**src/rtl/assert_macros.svh**
```systemverilog
`ifndef ASSERT_MACROS_SVH
`define ASSERT_MACROS_SVH

// Same-cycle implication, sampled on the rising clock edge, off during reset
`define ASSERT_IMP(label, ante, cons, msg) \
   label: assert property (@(posedge clock) disable iff (reset) (ante) |-> (cons)) \
      else $error(msg);

// Next-cycle implication
`define ASSERT_NXT(label, ante, cons, msg) \
   label: assert property (@(posedge clock) disable iff (reset) (ante) |=> (cons)) \
      else $error(msg);

`endif

```
**src/rtl/can_afb_pkg.sv**
```systemverilog
package can_afb_pkg;

   localparam int ID_W    = 29;
   localparam int TAG_W   = 16;
   localparam int SLOT_W  = 8;
   localparam int INDEX_W = 5;
   localparam int LEN_W   = 4;
   localparam int DATA_W  = 64;

   typedef enum logic [1:0] {
      MODE_MATCH    = 2'd0,
      MODE_SET_SLOT = 2'd1,
      MODE_SET_FREE = 2'd2,
      MODE_CLEAR    = 2'd3
   } mode_type;

   typedef enum logic [1:0] {
      KIND_FRAME   = 2'd0,
      KIND_SET     = 2'd1,
      KIND_REJECT  = 2'd2,
      KIND_CLEARED = 2'd3
   } kind_type;

   // -1 in the five-bit signed result index
   localparam logic [INDEX_W-1:0] NO_INDEX = '1;

   typedef struct packed {
      logic             ext;
      logic [ID_W-1:0]  id;     // held already ANDed with mask
      logic [ID_W-1:0]  mask;
      logic [TAG_W-1:0] tag;
   } filter_type;

   typedef struct packed {
      logic       wr_en;
      logic       clear;
      filter_type entry;
   } bank_wr_type;

endpackage

```
**src/rtl/can_afb_bank.sv**
```systemverilog
module can_afb_bank #(
   parameter int NUM_FILTERS = 16,
   parameter int IDX_W       = 4
) (
   input  logic                     clock,
   input  logic                     reset,
   input  can_afb_pkg::bank_wr_type wr,
   input  logic [IDX_W-1:0]         wr_idx,
   output logic [NUM_FILTERS-1:0]   valid,
   output can_afb_pkg::filter_type  filters [NUM_FILTERS]
);

   logic [NUM_FILTERS-1:0]  valid_ff;
   logic [NUM_FILTERS-1:0]  valid_in;
   can_afb_pkg::filter_type entry_ff [NUM_FILTERS];

   always_comb begin
      valid_in = valid_ff;
      if (wr.clear) begin
         valid_in = '0;
      end else if (wr.wr_en) begin
         for (int i = 0; i < NUM_FILTERS; i++) begin
            if (wr_idx == IDX_W'(i)) begin
               valid_in[i] = 1'b1;
            end
         end
      end
   end

   always_ff @(posedge clock) begin
      if (reset) begin
         valid_ff <= '0;
      end else begin
         valid_ff <= valid_in;
      end
   end

   // Entry contents only matter while the valid flag is set
   always_ff @(posedge clock) begin
      for (int i = 0; i < NUM_FILTERS; i++) begin
         if (wr.wr_en && wr_idx == IDX_W'(i)) begin
            entry_ff[i] <= wr.entry;
         end
      end
   end

   assign valid   = valid_ff;
   assign filters = entry_ff;

endmodule

```
**src/rtl/can_afb_match.sv**
```systemverilog
module can_afb_match #(
   parameter int NUM_FILTERS = 16,
   parameter int IDX_W       = 4
) (
   input  logic [NUM_FILTERS-1:0]            valid,
   input  can_afb_pkg::filter_type           filters [NUM_FILTERS],
   input  logic [can_afb_pkg::ID_W-1:0]      frame_id,
   input  logic                              is_extended,
   output logic                              hit,
   output logic [IDX_W-1:0]                  hit_idx,
   output logic [can_afb_pkg::TAG_W-1:0]     hit_tag,
   output logic                              free,
   output logic [IDX_W-1:0]                  free_idx
);

   // Compare all filters in parallel; walking down leaves the lowest index
   always_comb begin
      hit      = 1'b0;
      hit_idx  = '0;
      hit_tag  = '0;
      free     = 1'b0;
      free_idx = '0;
      for (int i = NUM_FILTERS - 1; i >= 0; i--) begin
         if (valid[i] && ((frame_id & filters[i].mask) == filters[i].id) &&
             (filters[i].ext == is_extended)) begin
            hit     = 1'b1;
            hit_idx = IDX_W'(i);
            hit_tag = filters[i].tag;
         end
         if (!valid[i]) begin
            free     = 1'b1;
            free_idx = IDX_W'(i);
         end
      end
   end

endmodule

```
**src/rtl/can_acceptance_filter_bank.sv**
```systemverilog
// Order: a command is held in the input register, then its result in the result
// register. Throughput: one command per cycle while the result register is not
// stalled; a frame dropped with delivery off leaves without a result, even during a stall.
// Reset (synchronous, active high) clears all filter valid flags, delivery enable
// and both pipeline valid flags.
`include "assert_macros.svh"

module can_acceptance_filter_bank #(
   parameter int NUM_FILTERS = 16
) (
   input  logic               clock,
   input  logic               reset,

   input  logic               csr_wr_en,
   input  logic               csr_wr_data,

   input  logic               req_valid,
   output logic               req_ready,
   input  logic [1:0]         req_mode,
   input  logic [7:0]         req_slot,
   input  logic [28:0]        req_frame_id,
   input  logic [28:0]        req_id_mask,
   input  logic               req_is_extended,
   input  logic               req_is_remote,
   input  logic [3:0]         req_length_code,
   input  logic [63:0]        req_payload,
   input  logic signed [15:0] req_handler_tag,

   output logic               rsp_valid,
   input  logic               rsp_ready,
   output logic [1:0]         rsp_result_kind,
   output logic signed [4:0]  rsp_result_index,
   output logic [28:0]        rsp_out_id,
   output logic               rsp_out_extended,
   output logic               rsp_out_remote,
   output logic [3:0]         rsp_out_length,
   output logic [63:0]        rsp_out_payload,
   output logic signed [15:0] rsp_out_tag
);

   localparam int IDX_W  = (NUM_FILTERS > 1) ? $clog2(NUM_FILTERS) : 1;
   localparam int WIDE_W = IDX_W + can_afb_pkg::INDEX_W;
   localparam logic [can_afb_pkg::SLOT_W:0] SLOT_LIMIT =
      (can_afb_pkg::SLOT_W + 1)'(NUM_FILTERS);

   // configuration
   logic delivery_en_ff;

   always_ff @(posedge clock) begin
      if (reset) begin
         delivery_en_ff <= 1'b0;
      end else if (csr_wr_en) begin
         delivery_en_ff <= csr_wr_data;
      end
   end

   // input register
   logic                                s1_valid_ff;
   logic                                s1_valid_in;
   can_afb_pkg::mode_type               s1_mode_ff;
   logic [can_afb_pkg::SLOT_W-1:0]      s1_slot_ff;
   logic [can_afb_pkg::ID_W-1:0]        s1_id_ff;
   logic [can_afb_pkg::ID_W-1:0]        s1_mask_ff;
   logic                                s1_ext_ff;
   logic                                s1_remote_ff;
   logic [can_afb_pkg::LEN_W-1:0]       s1_len_ff;
   logic [can_afb_pkg::DATA_W-1:0]      s1_payload_ff;
   logic [can_afb_pkg::TAG_W-1:0]       s1_tag_ff;

   logic s1_emit;
   logic s1_go;
   logic req_take;

   // result register
   logic                                rsp_valid_ff;
   logic                                rsp_valid_in;
   can_afb_pkg::kind_type               rsp_kind_ff;
   can_afb_pkg::kind_type               rsp_kind_in;
   logic [can_afb_pkg::INDEX_W-1:0]     rsp_index_ff;
   logic [can_afb_pkg::INDEX_W-1:0]     rsp_index_in;
   logic [can_afb_pkg::ID_W-1:0]        rsp_id_ff;
   logic [can_afb_pkg::ID_W-1:0]        rsp_id_in;
   logic                                rsp_ext_ff;
   logic                                rsp_ext_in;
   logic                                rsp_remote_ff;
   logic                                rsp_remote_in;
   logic [can_afb_pkg::LEN_W-1:0]       rsp_len_ff;
   logic [can_afb_pkg::LEN_W-1:0]       rsp_len_in;
   logic [can_afb_pkg::DATA_W-1:0]      rsp_payload_ff;
   logic [can_afb_pkg::DATA_W-1:0]      rsp_payload_in;
   logic [can_afb_pkg::TAG_W-1:0]       rsp_tag_ff;
   logic [can_afb_pkg::TAG_W-1:0]       rsp_tag_in;

   // filter bank and matcher
   can_afb_pkg::bank_wr_type            bank_wr;
   logic [IDX_W-1:0]                    bank_wr_idx;
   logic [NUM_FILTERS-1:0]              filt_valid;
   can_afb_pkg::filter_type             filters [NUM_FILTERS];
   logic                                hit;
   logic [IDX_W-1:0]                    hit_idx;
   logic [can_afb_pkg::TAG_W-1:0]       hit_tag;
   logic                                free;
   logic [IDX_W-1:0]                    free_idx;
   logic [WIDE_W-1:0]                   hit_wide;
   logic [WIDE_W-1:0]                   free_wide;
   logic                                slot_ok;

   can_afb_bank #(
      .NUM_FILTERS (NUM_FILTERS),
      .IDX_W       (IDX_W)
   ) u_bank (
      .clock   (clock),
      .reset   (reset),
      .wr      (bank_wr),
      .wr_idx  (bank_wr_idx),
      .valid   (filt_valid),
      .filters (filters)
   );

   can_afb_match #(
      .NUM_FILTERS (NUM_FILTERS),
      .IDX_W       (IDX_W)
   ) u_match (
      .valid       (filt_valid),
      .filters     (filters),
      .frame_id    (s1_id_ff),
      .is_extended (s1_ext_ff),
      .hit         (hit),
      .hit_idx     (hit_idx),
      .hit_tag     (hit_tag),
      .free        (free),
      .free_idx    (free_idx)
   );

   // handshake: a frame with delivery off leaves without a result
   assign s1_emit   = !(s1_mode_ff == can_afb_pkg::MODE_MATCH && !delivery_en_ff);
   assign s1_go     = s1_valid_ff && (!s1_emit || !rsp_valid_ff || rsp_ready);
   assign req_ready = !s1_valid_ff || s1_go;
   assign req_take  = req_valid && req_ready;

   always_comb begin
      s1_valid_in = s1_valid_ff;
      if (req_take) begin
         s1_valid_in = 1'b1;
      end else if (s1_go) begin
         s1_valid_in = 1'b0;
      end
   end

   always_ff @(posedge clock) begin
      if (reset) begin
         s1_valid_ff <= 1'b0;
      end else begin
         s1_valid_ff <= s1_valid_in;
      end
   end

   always_ff @(posedge clock) begin
      if (req_take) begin
         s1_mode_ff    <= can_afb_pkg::mode_type'(req_mode);
         s1_slot_ff    <= req_slot;
         s1_id_ff      <= req_frame_id;
         s1_mask_ff    <= req_id_mask;
         s1_ext_ff     <= req_is_extended;
         s1_remote_ff  <= req_is_remote;
         s1_len_ff     <= req_length_code;
         s1_payload_ff <= req_payload;
         s1_tag_ff     <= req_handler_tag;
      end
   end

   assign hit_wide  = WIDE_W'(hit_idx);
   assign free_wide = WIDE_W'(free_idx);
   assign slot_ok   = {1'b0, s1_slot_ff} < SLOT_LIMIT;

   // command decode; the bank is written as the command leaves the input register
   always_comb begin
      bank_wr.wr_en     = 1'b0;
      bank_wr.clear     = 1'b0;
      bank_wr.entry.ext = s1_ext_ff;
      bank_wr.entry.id  = s1_id_ff & s1_mask_ff;
      bank_wr.entry.mask = s1_mask_ff;
      bank_wr.entry.tag = s1_tag_ff;
      bank_wr_idx       = s1_slot_ff[IDX_W-1:0];

      rsp_kind_in    = can_afb_pkg::KIND_REJECT;
      rsp_index_in   = can_afb_pkg::NO_INDEX;
      rsp_id_in      = '0;
      rsp_ext_in     = 1'b0;
      rsp_remote_in  = 1'b0;
      rsp_len_in     = '0;
      rsp_payload_in = '0;
      rsp_tag_in     = '0;

      unique case (s1_mode_ff)
         can_afb_pkg::MODE_MATCH: begin
            rsp_kind_in    = can_afb_pkg::KIND_FRAME;
            rsp_index_in   = hit ? hit_wide[can_afb_pkg::INDEX_W-1:0]
                                 : can_afb_pkg::NO_INDEX;
            rsp_id_in      = s1_id_ff;
            rsp_ext_in     = s1_ext_ff;
            rsp_remote_in  = s1_remote_ff;
            rsp_len_in     = s1_len_ff;
            rsp_payload_in = s1_payload_ff;
            rsp_tag_in     = hit ? hit_tag : '0;
         end
         can_afb_pkg::MODE_SET_SLOT: begin
            if (slot_ok) begin
               bank_wr.wr_en = s1_go;
               rsp_kind_in   = can_afb_pkg::KIND_SET;
               rsp_index_in  = s1_slot_ff[can_afb_pkg::INDEX_W-1:0];
            end
         end
         can_afb_pkg::MODE_SET_FREE: begin
            if (free) begin
               bank_wr.wr_en = s1_go;
               bank_wr_idx   = free_idx;
               rsp_kind_in   = can_afb_pkg::KIND_SET;
               rsp_index_in  = free_wide[can_afb_pkg::INDEX_W-1:0];
            end
         end
         can_afb_pkg::MODE_CLEAR: begin
            bank_wr.clear = s1_go;
            rsp_kind_in   = can_afb_pkg::KIND_CLEARED;
            rsp_index_in  = '0;
         end
         default: begin
            rsp_kind_in = can_afb_pkg::KIND_REJECT;
         end
      endcase
   end

   always_comb begin
      rsp_valid_in = rsp_valid_ff;
      if (s1_go && s1_emit) begin
         rsp_valid_in = 1'b1;
      end else if (rsp_ready) begin
         rsp_valid_in = 1'b0;
      end
   end

   always_ff @(posedge clock) begin
      if (reset) begin
         rsp_valid_ff <= 1'b0;
      end else begin
         rsp_valid_ff <= rsp_valid_in;
      end
   end

   always_ff @(posedge clock) begin
      if (s1_go && s1_emit) begin
         rsp_kind_ff    <= rsp_kind_in;
         rsp_index_ff   <= rsp_index_in;
         rsp_id_ff      <= rsp_id_in;
         rsp_ext_ff     <= rsp_ext_in;
         rsp_remote_ff  <= rsp_remote_in;
         rsp_len_ff     <= rsp_len_in;
         rsp_payload_ff <= rsp_payload_in;
         rsp_tag_ff     <= rsp_tag_in;
      end
   end

   assign rsp_valid        = rsp_valid_ff;
   assign rsp_result_kind  = rsp_kind_ff;
   assign rsp_result_index = rsp_index_ff;
   assign rsp_out_id       = rsp_id_ff;
   assign rsp_out_extended = rsp_ext_ff;
   assign rsp_out_remote   = rsp_remote_ff;
   assign rsp_out_length   = rsp_len_ff;
   assign rsp_out_payload  = rsp_payload_ff;
   assign rsp_out_tag      = rsp_tag_ff;

   `ASSERT_IMP(a_reject_no_index, rsp_valid_ff && rsp_kind_ff == can_afb_pkg::KIND_REJECT, rsp_index_ff == can_afb_pkg::NO_INDEX, "rejected write without index -1")
   `ASSERT_IMP(a_ctrl_fields_zero, rsp_valid_ff && rsp_kind_ff != can_afb_pkg::KIND_FRAME, rsp_payload_ff == '0 && rsp_tag_ff == '0 && rsp_id_ff == '0, "control result carries frame data")
   `ASSERT_NXT(a_clear_empties, s1_go && s1_mode_ff == can_afb_pkg::MODE_CLEAR, filt_valid == '0, "filters still valid after clear")
   `ASSERT_IMP(a_stall_blocks_input, s1_valid_ff && s1_emit && rsp_valid_ff && !rsp_ready, !req_ready, "input taken while result stalled")

endmodule
```
**config.mk**
```make
export PLATFORM = sky130hd
export DESIGN_NAME = can_acceptance_filter_bank
export DESIGN_NICKNAME = d
export VERILOG_FILES = /design/src/rtl/can_afb_pkg.sv /design/src/rtl/can_afb_bank.sv /design/src/rtl/can_afb_match.sv /design/src/rtl/can_acceptance_filter_bank.sv
export VERILOG_INCLUDE_DIRS = /design/src /design/src/rtl
export SDC_FILE = /design/constraint.sdc
export NUM_CORES = 2
export LEC_CHECK = 0
export BUFFER_PORTS_ARGS = -buffer_cell sky130_fd_sc_hd__buf_2
export CAP_MARGIN = 20
export CORE_MARGIN = 2
export CORE_UTILIZATION = 65
export CTS_CLUSTER_SIZE = 12
export DETAILED_ROUTE_END_ITERATION = 10
export PLACE_DENSITY_LB_ADDON = 0.3
export SYNTH_ARGS = -nofsm -noshare
export SYNTH_HDL_FRONTEND = slang
export SYNTH_HIERARCHICAL = 1
export SYNTH_SLANG_ARGS = --single-unit
```
**constraint.sdc**
```tcl
create_clock -name clock -period 16.45 [get_ports clock]
set_input_delay 2.4675 -clock clock [delete_from_list [all_inputs] [get_ports clock]]
set_output_delay 2.4675 -clock clock [all_outputs]
set_load 0.005 [all_outputs]
```
Word-level counts from Yosys, hierarchy flattened

Cells that the tools add are included.

Register bits: 1495
Bits in latches: 0
RAM bits: 0
ROM bits: 0
Bits of input ports: 160
Logic and storage cells: 346
Memories: 0

Add/sub/neg operators: 0
$mul: 0
Divide/modulo/power cells: 0
Magnitude comparators: 1
Eq/ne operators: 50
Shifts and indexed selects: 0
Mux-type cells: 97
Bitwise logic cells: 17
Reductions and logical operators: 81

Operators by type and width:

| cell                                                                         | count |
|---|---|
| 29-bit bitwise AND                                                           | 17 |
| 29-bit equality test                                                         | 16 |
| 16-bit two-way mux                                                           | 16 |
| 4-bit two-way mux                                                            | 34 |
| 1-bit logical AND                                                            | 52 |
| 1-bit two-way mux                                                            | 39 |
| 2-bit AND reduction                                                          | 17 |
| 4-bit equality test, second input constant                                   | 8 |
| 5-bit one-hot mux with 4 select lines                                        | 1 |
| 1-bit equality test                                                          | 16 |
| 4-bit by 3-bit equality test with 1-bit output, second input constant        | 4 |
| 5-bit two-way mux                                                            | 3 |
| 4-bit by 2-bit equality test with 1-bit output, second input constant        | 2 |
| 8-bit by 5-bit less-than comparator with 1-bit output, second input constant | 1 |
| 2-bit one-hot mux with 4 select lines                                        | 1 |
| 2-bit equality test, second input constant                                   | 2 |
| 4-bit by 1-bit equality test with 1-bit output, second input constant        | 1 |
| 1-bit logical NOT                                                            | 4 |
| 4-bit logical NOT                                                            | 1 |
| 2-bit two-way mux                                                            | 2 |
| 2-bit nonzero test                                                           | 2 |
| 1-bit logical OR                                                             | 3 |
| 2-bit by 1-bit equality test with 1-bit output, second input constant        | 1 |
| 2-bit logical NOT                                                            | 1 |
| other kinds (2)                                                              | 2 |

Depth between registers and ports, before layout

Word-level depth: 22
Mapped depth: 15
Gate-level depth less buffers: 13

Modules after synthesis

Netlist, hierarchy kept.

By module, submodules not included:

| module                     | times used | cells an instance | area an instance (um^2) | sequential area each (um^2) |
|---|---|---|---|---|
| can_afb_bank               | 1          | 1264              | 36690.2                 | 36354.9 |
| can_afb_match              | 1          | 1761              | 10920.5                 | 0.0 |
| can_acceptance_filter_bank | 1          | 489               | 9668.0                  | 8348.0 |

Worst setup path after synthesis

OpenSTA, ideal clock, no wires.

Path type: input -> register
From: in rsp_ready
To: reg u_bank.entry_ff (netlist bit u_bank/filters[1125]) (enable)
Library setup time: 600 ps
Data arrival time: 8656 ps
Slack: 7194 ps
Stages: 6
Path through: nand2b_1 o21ai_0 nor3b_1 or3b_1 clkbuf_1 nor3_1

RTL lines:

| item                            | RTL line                         | text |
|---|---|---|
| from (decl)                     | can_acceptance_filter_bank.sv:30 | `input logic rsp_ready,` |
| to (signal, indexed assignment) | can_afb_bank.sv:42               | `entry_ff[i] <= wr.entry;` |
| to (decl)                       | can_afb_bank.sv:15               | `can_afb_pkg::filter_type entry_ff [NUM_FILTERS];` |

Worst setup path in the final report

From: in rsp_ready
To: out req_ready

Longest elaborated chain between the ends: 3

RTL lines:

| item              | RTL line                          | text |
|---|---|---|
| 1-bit logical OR  | can_acceptance_filter_bank.sv:137 | `assign s1_go = s1_valid_ff && (!s1_emit \|\| !rsp_valid_ff \|\| rsp_ready);` |
| 1-bit logical AND | can_acceptance_filter_bank.sv:137 |  |
| 1-bit logical OR  | can_acceptance_filter_bank.sv:138 | `assign req_ready = !s1_valid_ff \|\| s1_go;` |
| to (decl)         | can_acceptance_filter_bank.sv:18  | `output logic req_ready,` |

No other way between the ends.

==> impl_summary.txt <==
----------------------------------------------------
[Outcome]
  Outcome ... finished clean

[CTS]
  Quantity of hold-fixing buffers added after cts ... 0
  Resized Gates After CTS ... 0
  Clock sink count ... 1495
  Source-to-sink clock delay at the later pin of the worst-skew pair ... 760 ps
  H-tree level count ... 4
  Clock Tree Buf Depth ... 3
  Number of buffers added by the clock tree synthesis step ... 150
  Clock-pin slew on the worst setup and hold paths ... 60 ps
  Post-CTS Setup Repair Bufs ... 0
  Clock root buffer master ... sky130_fd_sc_hd__clkbuf_16
  TritonCTS clock tree ... built

[Floorplanning]
  Height of the chip ... 301 um
  Horizontal die dimension ... 301 um
  Total core area ... 87000 um2
  Initial Util ... 0.658
  I/O pin count ... 284
  Number of standard-cell rows in the floorplan ... 108
  Die area ... 90500 um2

[Synth]
  Top area cells in the synthesized netlist ... sky130_fd_sc_hd__edfxtp_1 (77%), sky130_fd_sc_hd__xnor2_1 (3.0%), sky130_fd_sc_hd__nand2_1 (2.0%), sky130_fd_sc_hd__a21oi_1 (1.8%), sky130_fd_sc_hd__and2_1 (1.6%)
  Yosys warning count ... 6
  Net count after synthesis ... 3679
  Share of the yosys chip area belonging to registers ... 0.780
  Yosys reg bits ... 1495
  Share of async-settable or async-resettable flops after synthesis ... 0
  Synthesized netlist cell count ... 3514
  Netlist area before placement ... 57300 um2
  Number of flops mapped to enable cells by yosys ... 1476
  Mean cell area of the mapped netlist ... 16.3 um2
  Number of unique standard cell types used by synthesis ... 67
  Cell type with the highest aggregate area in the netlist ... sky130_fd_sc_hd__edfxtp_1
  Commonest register cell after synthesis ... sky130_fd_sc_hd__edfxtp_1
  Fraction of synthesized cell area taken by the top area cell type ... 0.774

[Global routing]
  GRT Total Usage ... 0.340
  First-pass GRT wire length ... 217 mm
  Number of global-route vias before repair ... 32800
  Global route overflow ... 0
  Initial antenna violation count ... 3
  Pin count of the biggest net entering global routing ... 100

[STA]
  Relative max-transition margin ... 0.150
  Worst hold-check slack ... 489 ps
  Final setup violation count ... 0
  Final sum of negative setup slack ... 0 ps
  Fin crit share ... 0.349
  Actual slew at the worst max-slew pin ... 1270 ps
  Shortest clock period the worst path allows after layout ... 5730 ps
  Final-report hold violation count ... 0
  Largest clock skew in the final design ... 33.3 ps
  Slew Limit Fails ... 0
  RSZ-0062 raised after global routing ... false
  Top achievable clock speed ... 174 MHz

[Pwr]
  Max VDD drop ... 0.111 mV
  Static power due to leakage ... 22.6 nW
  Power density over cell area ... 118 nW/um2

[Placed design]
  IO Port Bufs ... 283
  HPWL after detailed placement ... 90.9 mm
  Final weighted congestion in routability-driven placement ... 0.889

[Run]
  Count of max-cap constraint violations ... 0

[Drt]
  Vias per std cell ... 6.56
  Total iterations of the first detailed-routing run ... 6
  # DRC ... 0
  Number of vias after detailed routing ... 33800
  Number of antenna-violating nets in the routed design ... 0
  Iter 0 DRT Violations ... 5198
  WL per Instance ... 29.8 um
  Sum of routed wire length over all layers ... 153 mm

[Critical path]
  Category of the most critical setup path ... input pin to output pin
  Critical path arrival ... 3270 ps
  Worst setup SP type ... input pin
  Critical Path Fanout Max ... 3
  Worst Path Required ... 13980 ps
  CP endpoint kind ... output pin

[Cells and area]
  Ratio of cells with drive above 1 in the final layout ... 0.151
  # fillers ... 4953
  Number of nets at the end of the flow ... 4087
  Area added between synthesis and finish ... 13.1%

[Hold path]
  Class of the most critical hold timing path ... register to register

----------------------------------------------------
==> cell type report <==
cell class / instances / area, um2 / share of cell area
inverters: 70 / 263 / 0.00406
clock inverters: 28 / 219 / 0.00338
flip-flops and latches: 1495 / 44700 / 0.690
clock buffers: 199 / 4110 / 0.0634
well taps: 1155 / 1450 / 0.0223
multi-input cells: 1834 / 11900 / 0.184
diodes: 1 / 2.50 / 0.0000386
repair buffers: 371 / 2120 / 0.0327
==> state kept, by name, indices dropped and copies added (netlist names), 2 cells and up <==
register / count
s1_mask_ff: 29
s1_payload_ff: 64
u_bank/filters: 1200
rsp_out_length: 4
u_bank/valid: 16
rsp_result_kind: 2
s1_mode_ff: 2
s1_slot_ff: 8
rsp_out_id: 29
s1_id_ff: 29
rsp_out_payload: 64
s1_tag_ff: 16
rsp_out_tag: 16
rsp_result_index: 5
s1_len_ff: 4
==> layout by cell type (no fill, tap or decap), types with 16 or more instances in the layout <==
| master | n |
|---|---|
| sky130_fd_sc_hd__a21oi_1 | 202 |
| sky130_fd_sc_hd__o2bb2ai_1 | 16 |
| sky130_fd_sc_hd__and3b_1 | 48 |
| sky130_fd_sc_hd__nor4_1 | 44 |
| sky130_fd_sc_hd__and3_1 | 136 |
| sky130_fd_sc_hd__nand2_1 | 306 |
| sky130_fd_sc_hd__o21ai_0 | 46 |
| sky130_fd_sc_hd__xor2_1 | 66 |
| sky130_fd_sc_hd__nand3_1 | 67 |
| sky130_fd_sc_hd__dfxtp_1 | 19 |
| sky130_fd_sc_hd__xnor2_1 | 198 |
| sky130_fd_sc_hd__o22ai_1 | 21 |
| sky130_fd_sc_hd__nor2b_1 | 16 |
| sky130_fd_sc_hd__clkbuf_1 | 38 |
| sky130_fd_sc_hd__edfxtp_1 | 1476 |
| sky130_fd_sc_hd__mux2i_1 | 17 |
| sky130_fd_sc_hd__buf_4 | 84 |
| sky130_fd_sc_hd__nand4_1 | 56 |
| sky130_fd_sc_hd__clkbuf_16 | 156 |
| sky130_fd_sc_hd__inv_1 | 68 |
| sky130_fd_sc_hd__a211oi_1 | 48 |
| sky130_fd_sc_hd__o22a_1 | 62 |
| sky130_fd_sc_hd__and2_1 | 141 |
| sky130_fd_sc_hd__a21o_1 | 80 |
| sky130_fd_sc_hd__a21boi_0 | 53 |
| sky130_fd_sc_hd__nor2_1 | 61 |
| sky130_fd_sc_hd__buf_2 | 283 |
==> layer usage <==
metal  track usage  vias to the layer above  wire (um)
met1         0.469                    16600      54800
met5             0                        -          8
met3        0.0725                      428      20300
li1              -                    14200          -
met4         0.158                        2       7490
met2         0.529                     2538      70800
==> stage by stage <==
| stage | worst slack (ps) | instances | power, mW | area [um2] | util |
|---|---|---|---|---|---|
| after floorplan | 7190 | 3514 | 4.45 | 57300 | - |
| after global placement | 10620 | 4921 | 4.60 | 60400 | 0.694 |
| after detailed placement | 10600 | 4923 | 4.61 | 60400 | 0.694 |
| after CTS | 10720 | 5150 | 7.64 | 64700 | 0.744 |
| after global routing | 10680 | 5152 | 7.80 | 64800 | 0.744 |
| final | 10720 | 5153 | 7.63 | 64800 | 0.744 |
==> worst paths after layout <==
| check | from | endpoint | slack (ps) | depth (start not counted) |
|---|---|---|---|---|
| setup / recovery | rsp_ready | req_ready | 10720 | 4 |
| setup reg to reg | s1_id_ff[14]$_DFFE_PP_ | rsp_result_index[2]$_DFFE_PP_ | 11190 | 13 |
| hold reg to reg | s1_valid_ff$_SDFFE_PP0P_ | rsp_valid$_SDFFE_PP0P_ | 490 | 2 |
| hold / removal | s1_valid_ff$_SDFFE_PP0P_ | rsp_valid$_SDFFE_PP0P_ | 490 | 2 |
==> cell usage after synthesis, drive strengths merged, types with 35 or more instances <==
master  number
and2       143
a21o        80
xor2        66
edfxtp    1476
and3       136
inv         70
nand4       56
buf         80
clkbuf      35
a21oi      203
nor2        75
o22a        62
nand2      307
and3b       48
a21boi      53
nor4        58
o21ai       46
xnor2      198
a211oi      48
nand3       67
==> kinds of logic (layout without fill, tap and decap cells) <==
family | Yosys count | after routing | synth area share
xor+xnor | 264 | 264 | 0.0404
buf+inv | 185 | 668 | 0.0149
compound gates | 589 | 589 | 0.0684
fa+ha+maj | 5 | 5 | 0.00109
simple gates | 955 | 955 | 0.0910
mux | 21 | 21 | 0.00376
other cells | 0 | 1 | 0
flops | 1495 | 1495 | 0.780
==> worst max-delay path, stage by stage <==
cell and delay (ps):
sky130_fd_sc_hd__buf_2 100, sky130_fd_sc_hd__nand2b_1 170, sky130_fd_sc_hd__or3b_4 400, sky130_fd_sc_hd__buf_2 140
==> power by group <==
part	internal [mW]	switching (mW)
sequential	4.24	0.0494
combinational	0.0690	0.180
clock	1.75	1.34
total	6.06	1.57
Power figures use the tool's default switching activity.
